===== config.mk =====
export PLATFORM = sky130hd
export DESIGN_NAME = cps_unit
export DESIGN_NICKNAME = d
export VERILOG_FILES = /design/src/rtl/cps_pkg.sv /design/src/rtl/cps_unit.sv
export SDC_FILE = /design/constraint.sdc
export NUM_CORES = 1
export LEC_CHECK = 0
export BUFFER_PORTS_ARGS = -buffer_cell sky130_fd_sc_hd__buf_4
export CAP_MARGIN = 15
export CORE_MARGIN = 10
export CORE_UTILIZATION = 40
export DETAILED_ROUTE_END_ITERATION = 10
export GPL_ROUTABILITY_DRIVEN = 0
export SYNTH_ARGS = -nofsm -noshare
export SYNTH_HDL_FRONTEND = slang
export SYNTH_SLANG_ARGS = --single-unit

===== constraint.sdc =====
create_clock -name clk -period 4.6 [get_ports clk]
set_clock_uncertainty 0.15 [all_clocks]
set_input_delay 0.69 -clock clk [delete_from_list [all_inputs] [get_ports clk]]
set_output_delay 0.69 -clock clk [all_outputs]
set_load 0.05 [all_outputs]

===== src/rtl/cps_pkg.sv =====
`timescale 1ns / 1ps
// ----------------------------------------------------------------------------
// cps_pkg
// shared constants and types for the cycle profile statistics core
// ----------------------------------------------------------------------------
package cps_pkg;

	localparam int NUM_SLOTS  = 16;
	localparam int SLOT_W     = 4;
	localparam int BAR_STEPS  = 20;
	localparam int BAR_W      = 5;
	localparam int PERCENT    = 100;
	localparam int SCALE_DOWN = 16;
	localparam int SCALE_UP   = 32;

	typedef enum logic {
		OP_CLEAR  = 1'b0,
		OP_RECORD = 1'b1
	} op_t;

	typedef enum logic [1:0] {
		UOP_DIV,
		UOP_SQRT
	} uop_t;

	typedef struct packed {
		logic        start;
		uop_t        op;
		logic [63:0] a;
		logic [63:0] b;
	} unit_req_t;

	typedef struct packed {
		logic        done;
		logic [63:0] result;
	} unit_rsp_t;

	typedef enum logic [3:0] {
		ST_IDLE,
		ST_UPDATE,
		ST_SQ_MUL,
		ST_SQ_ACC,
		ST_MEAN,
		ST_MSQ,
		ST_M2,
		ST_SD,
		ST_CPB,
		ST_CVMUL,
		ST_CV,
		ST_BARMUL,
		ST_BAR,
		ST_OUT
	} state_t;

endpackage


===== src/rtl/cps_unit.sv =====
`timescale 1ns / 1ps
// ----------------------------------------------------------------------------
// cps_unit
// shared iterative unit: 64-bit restoring divide or 64-bit floor square root,
// one bit or one result bit per cycle
// ----------------------------------------------------------------------------
module cps_unit (
	input  logic               clk,
	input  logic               arst_n,
	input  cps_pkg::unit_req_t req,
	output cps_pkg::unit_rsp_t rsp
);

	logic         busy_q;
	cps_pkg::uop_t op_q;
	logic [6:0]   cnt_q;
	logic [63:0]  num_q;
	logic [63:0]  den_q;
	logic [64:0]  rem_q;
	logic [63:0]  quo_q;
	logic         done_q;

	logic [64:0]  rem_sh;
	logic [64:0]  rem_sub;
	logic [65:0]  sq_rem;
	logic [65:0]  sq_trial;

	always_comb begin
		rem_sh   = {rem_q[63:0], num_q[63]};
		rem_sub  = rem_sh - {1'b0, den_q};
		sq_rem   = {rem_q[63:0], num_q[63:62]};
		sq_trial = sq_rem - {quo_q, 2'b01};
	end

	always_ff @(posedge clk or negedge arst_n) begin
		if (!arst_n) begin
			busy_q <= 1'b0;
			done_q <= 1'b0;
			cnt_q  <= '0;
		end else begin
			done_q <= 1'b0;
			if (req.start) begin
				busy_q <= 1'b1;
				op_q   <= req.op;
				num_q  <= req.a;
				den_q  <= req.b;
				rem_q  <= '0;
				quo_q  <= '0;
				cnt_q  <= (req.op == cps_pkg::UOP_DIV) ? 7'd64 : 7'd32;
			end else if (busy_q) begin
				if (op_q == cps_pkg::UOP_DIV) begin
					num_q <= {num_q[62:0], 1'b0};
					if (!rem_sub[64]) begin
						rem_q <= rem_sub;
						quo_q <= {quo_q[62:0], 1'b1};
					end else begin
						rem_q <= rem_sh;
						quo_q <= {quo_q[62:0], 1'b0};
					end
				end else begin
					num_q <= {num_q[61:0], 2'b00};
					if (!sq_trial[65]) begin
						rem_q <= sq_trial[64:0];
						quo_q <= {quo_q[62:0], 1'b1};
					end else begin
						rem_q <= sq_rem[64:0];
						quo_q <= {quo_q[62:0], 1'b0};
					end
				end
				cnt_q <= cnt_q - 7'd1;
				if (cnt_q == 7'd1) begin
					busy_q <= 1'b0;
					done_q <= 1'b1;
				end
			end
		end
	end

	assign rsp.done   = done_q;
	assign rsp.result = (op_q == cps_pkg::UOP_DIV && den_q == '0) ? '0 : quo_q;

endmodule


==> After elaboration in Yosys (flattened, before gate mapping) <==
Cells that the tools add are included.
{ "totals": {"reg_bits": 268, "latchBits": 0, "ramBits": 0, "rom_bits": 0, "in_bits": 133, "output_inout_bits": 65, "elab_cells": 40, "mem_count": 0} }
{ "op_classes": {"n_addsub": 3, "multipliers": 0, "n_div": 0, "n_lt_le_gt_ge": 0, "n_eq_ne": 1, "n_shift": 0, "muxes": 21, "bitwise": 0, "n_reduce_logical": 7} }
{ "ops": {"columns": ["op", "count"], "rows": [
  ["$mux 64", 5],
  ["$mux 65", 4],
  ["$sub 66x66->66", 1],
  ["$sub 65x64->65", 1],
  ["$logic_not 64->1", 1],
  ["$mux 7", 3],
  ["$mux 1", 9],
  ["$eq 7x1->1 const B", 1],
  ["$sub 7x1->7 const B", 1],
  ["$logic_not 2->1", 2],
  ["$reduce_and 2->1", 2],
  ["$reduce_bool 2->1", 1],
  ["$logic_and 1x1->1", 1]
]} }

==> Longest topological paths before layout <==
{ "depth": {"ltp_word": 4, "mapped_depth": 18, "ltp_nobuf": 16} }

==> Worst setup path before layout <==
Ideal clock, no wire load.
{ "synth_path": {"path_kind": "in2reg", "start": "in req[130] (netlist name)", "end": "reg num_q[0], enable pin", "arrival_ns": 4.142, "slack_ns": -0.184, "path_stages": 4, "cell_sequence": "clkbuf_1 nor2_1 clkbuf_1 nor2b_1"} }
{ "synth_via": {"elab_chain_len": 2} }
{ "synth_rtl": {"columns": ["item", "line", "source"], "rows": [
  ["start: declaration", "cps_unit.sv:10", "input cps_pkg::unit_req_t req,"],
  ["$reduce_bool 2->1 (no line)", null, null],
  ["$reduce_and 2->1 (no line)", null, null],
  ["end signal: assignment", "cps_unit.sv:45", "num_q <= req.a;"],
  ["end signal: assignment", "cps_unit.sv:52", "num_q <= {num_q[62:0], 1'b0};"],
  ["end signal: assignment", "cps_unit.sv:61", "num_q <= {num_q[61:0], 2'b00};"],
  ["end: declaration", "cps_unit.sv:17", "logic [63:0] num_q;"]
]} }
No other way between the ends.
A chain may end at the register's enable or synchronous reset.

==> Final worst setup path <==
{ "layout_path": {"start": "reg num_q[63]", "end": "reg rem_q[58], data pin"} }
{ "layout_via": {"elab_chain_len": 4, "elab_cells_between_ends": 6} }
{ "layout_rtl": {"columns": ["item", "line", "source"], "rows": [
  ["$sub 66x66->66 or $sub 65x64->65 (tied branches)", "cps_unit.sv:32, cps_unit.sv:30", null],
  ["$mux 65, on equally long branches", "cps_unit.sv:62, cps_unit.sv:53", null],
  ["$mux 65 *", "cps_unit.sv:51", "if (op_q == cps_pkg::UOP_DIV) begin"],
  ["$mux 65 *", "cps_unit.sv:50", "end else if (busy_q) begin"],
  ["end signal: assignment", "cps_unit.sv:54", "rem_q <= rem_sub;"],
  ["end signal: assignment", "cps_unit.sv:63", "rem_q <= sq_trial[64:0];"],
  ["end signal: assignment", "cps_unit.sv:66", "rem_q <= sq_rem[64:0];"],
  ["end: declaration", "cps_unit.sv:19", "logic [64:0] rem_q;"]
]} }
Every way passes the cells marked *; elsewhere a longest branch is shown, timed or not.

==> impl_metrics.tcl <==
set metrics [dict create \
    maxCapViolations 0 \
    crit_path_end "rem_q[58]" \
    powerDensity_mw_per_mm2 495.3 \
    die_w_um 251.2 \
    yosys-top-cells-count "nand2_1 (276), edfxtp_1 (258), a21oi_1 (194)" \
    pwr-share-clk 0.220 \
    synth.most_common_cell "nand2_1" \
    grt_overflow 0 \
    clockBufferDepth 3 \
    layout-drive-gt1-share 0.1235 \
    rr_worst_depth 16 \
    ant_nets 0 \
    synthToLayoutAreaGrowth_pct 15.38 \
    yosys.area.top_type "edfxtp_1" \
    port_buffers 197 \
    tightest_slew_ps 1061 \
    clk_latency_ps 570 \
    ys_types 81 \
    relSlewSlack 0.2853 \
    ctsRootBufferMaster "clkbuf_16" \
    num_antenna_cells 0 \
    crit_family "compound AO/OA/AOI/OAI gates" \
    ys_warn_count 0 \
    period_needed_ps 4290 \
    via_count 18603 \
    grt_pass1_wl_um 102300 \
    p_sw_frac 0.4217 \
    start_util 0.4052 \
    nNetsFinal 2798 \
    synth_nets 2671 \
    h-tree-depth 2 \
    synth.top_cells.by_area "edfxtp_1 (36%), ha_1 (7.6%), mux2i_1 (6.1%)" \
    antenna_found_initial 0 \
    io-pin-count 198 \
    p_switching_uw 5152 \
    finalHoldViolations 0 \
    placed_cells 3185 \
    seqPwrFrac 0.290 \
    grt_pass1_vias 18869 \
    avgSynthCellArea_um2 8.881 \
    fin_setup_tns_ps 0 \
    path_cells "inv_1 > ha_1 > inv_1 > fa_1 > a21o_1 > a311oi_1 > nor2b_1 > a311oi_2 > o21ba_2 > nor3_1 > a31o_2 > a221oi_2 > o21ai_1 > a221oi_1 > xor2_1 > a21oi_1" \
    ys_ff_latch 267 \
    p_total_uw 12220 \
    drc 0 \
    avgRoutedWirePerCell_um 20.21 \
    dpl-instance-area_mm2 0.02356 \
    cp.required_ps 4770 \
    grt_usage 0.2013 \
    cp_common_cell "inv_1" \
    cp-startpoint "num_q[63]" \
    coreArea_mm2 0.05276 \
    cp_slowest_cell "edfxtp_1" \
    max_freq_ghz 0.2331 \
    worstPathMaxFanout 5 \
    numClockSinks 267 \
    async_reset_ff_frac 0.03371 \
    synth_flop_cell "edfxtp_1" \
    die_height_um 251.2 \
    setup.worst_path.class "reg2reg" \
    critPathCaptureType "flop" \
    reg2reg_from "num_q[63]" \
    drt_pass1_iterations 5 \
    path_buf_inv 2 \
    drt_iter0_drc 1379 \
    cts-buffers-inserted 34 \
    fp-row-count 84 \
    internal-power_uw 7064 \
    worstSetupStartpointType "flop" \
    cts_tree "built" \
    rsz0062_at_grt "false" \
    totalWireLength_um 65610 \
    path_clk_slew_ps 60 \
    cpPeakStageDelay_ps 440 \
    hp-class "in2reg" \
    cp.depth 16 \
    ir_drop_mv 0.2369 \
    netlist_instances 2407 \
    cp.arrival_ps 4460 \
    dp_hpwl_um 50230 \
    viasPerCell 5.731 \
    dieArea_mm2 0.06309 \
    synth-edff-count 258 \
    power_frac_comb 0.490 \
    final_cells 3246 \
    final_area_mm2 0.02466 \
    status "finished, final reports clean" \
    r2r_end "rem_q[58]" \
    grt_max_degree 88 \
    leakagePower_uw 0.01077 \
    slew_viol_final 0 \
    ys_seq_area_frac 0.3730 \
    setup_viol 0 \
    min_period_over_period 0.9327 \
    netlist.area_leader.share 0.3624 \
    syn_area_mm2 0.02138 \
    r2r_setup_slack_ps 310 \
]
==> routing by layer <==
metal | track usage | wire length [um] | up-vias
li1 | - | - | 9084
met4 | 0.08778 | 2715 | 0
met3 | 0.03199 | 3250 | 156
met2 | 0.3790 | 34570 | 548
met5 | 0 | 0 | -
met1 | 0.2189 | 25080 | 8815
==> layout by cell type (no fill, tap or decap), drive strengths merged, types with 60 or more instances in the layout <==
master / instances
nand2: 276
edfxtp: 258
buf: 233
a21oi: 196
o21ai: 179
nor2: 177
inv: 160
mux2i: 131
ha: 130
o211ai: 81
a21o: 73
and2: 73
xnor2: 67
xor2: 60
==> state kept, by name, summed over array words and instances (netlist names) <==
signal	flops
den_q	64
num_q	64
quo_q	64
rem_q	64
cnt_q	7
op_q	2
busy_q	1
done_q	1
==> metrics by stage <==
stage	worst slack (ps)	hold slack, ps	util
floorplan	720.1	244.4	-
global placement	389.9	398.0	0.4465
detailed placement	358.6	407.6	0.4465
CTS	360.6	113.1	0.4675
global route	101.3	124.8	0.4675
finish	309.7	145.6	0.4675
==> layout make-up <==
| class | instances | area (um2) |
|---|---|---|
| Clock buffer | 38 | 887.1 |
| Clock inverter | 22 | 209.0 |
| Fill cell | 5159 | 28100 |
| Inverter | 158 | 593.1 |
| Multi-Input combinational cell | 1839 | 12310 |
| Sequential cell | 267 | 7976 |
| Tap cell | 688 | 860.8 |
| Timing Repair Buffer | 234 | 1829 |
==> power groups by stage <==
stage	sequential, uW	combinational, uW	clock (uW)
2_1_floorplan	3350	4420	0
3_3_place_gp	3580	5860	0
3_5_place_dp	3590	5910	0
4_1_cts	3540	5950	2760
5_1_grt	3570	6560	2860
6_report	3550	5980	2690
==> worst min path at each step <==
stage,from,end,slack [ps],cells past startpoint
finish,req[41],den_q[41],150,1
floorplan,arst_n,busy_q,240,0
CTS,req[38],den_q[38],110,1
global route,req[40],den_q[40],120,1
global placement,cnt_q[6],busy_q,400,2
detailed placement,cnt_q[1],cnt_q[1],410,2
==> cells by family (layout without fill, tap and decap cells) <==
logic type                 count (synthesis)  count (layout)  share of synthesized area
AOI/OAI and AO/OA                        729             729                     0.2250
and+or+nand+nor                          718             718                     0.1557
buffers and inverters                    301             452                    0.05367
DFF                                      267             267                     0.3730
muxes                                    134             134                    0.06292
adders and majority gates                131             131                    0.07703
xor gates and xnor gates                 127             127                    0.05274
==> timing repair <==
action	CTS	global route
hold endpoints to repair	9	0
hold buffers	1	0
buffers inserted	0	0
gates resized for setup	0	0
No activity file was read; power rests on OpenSTA's default activity.
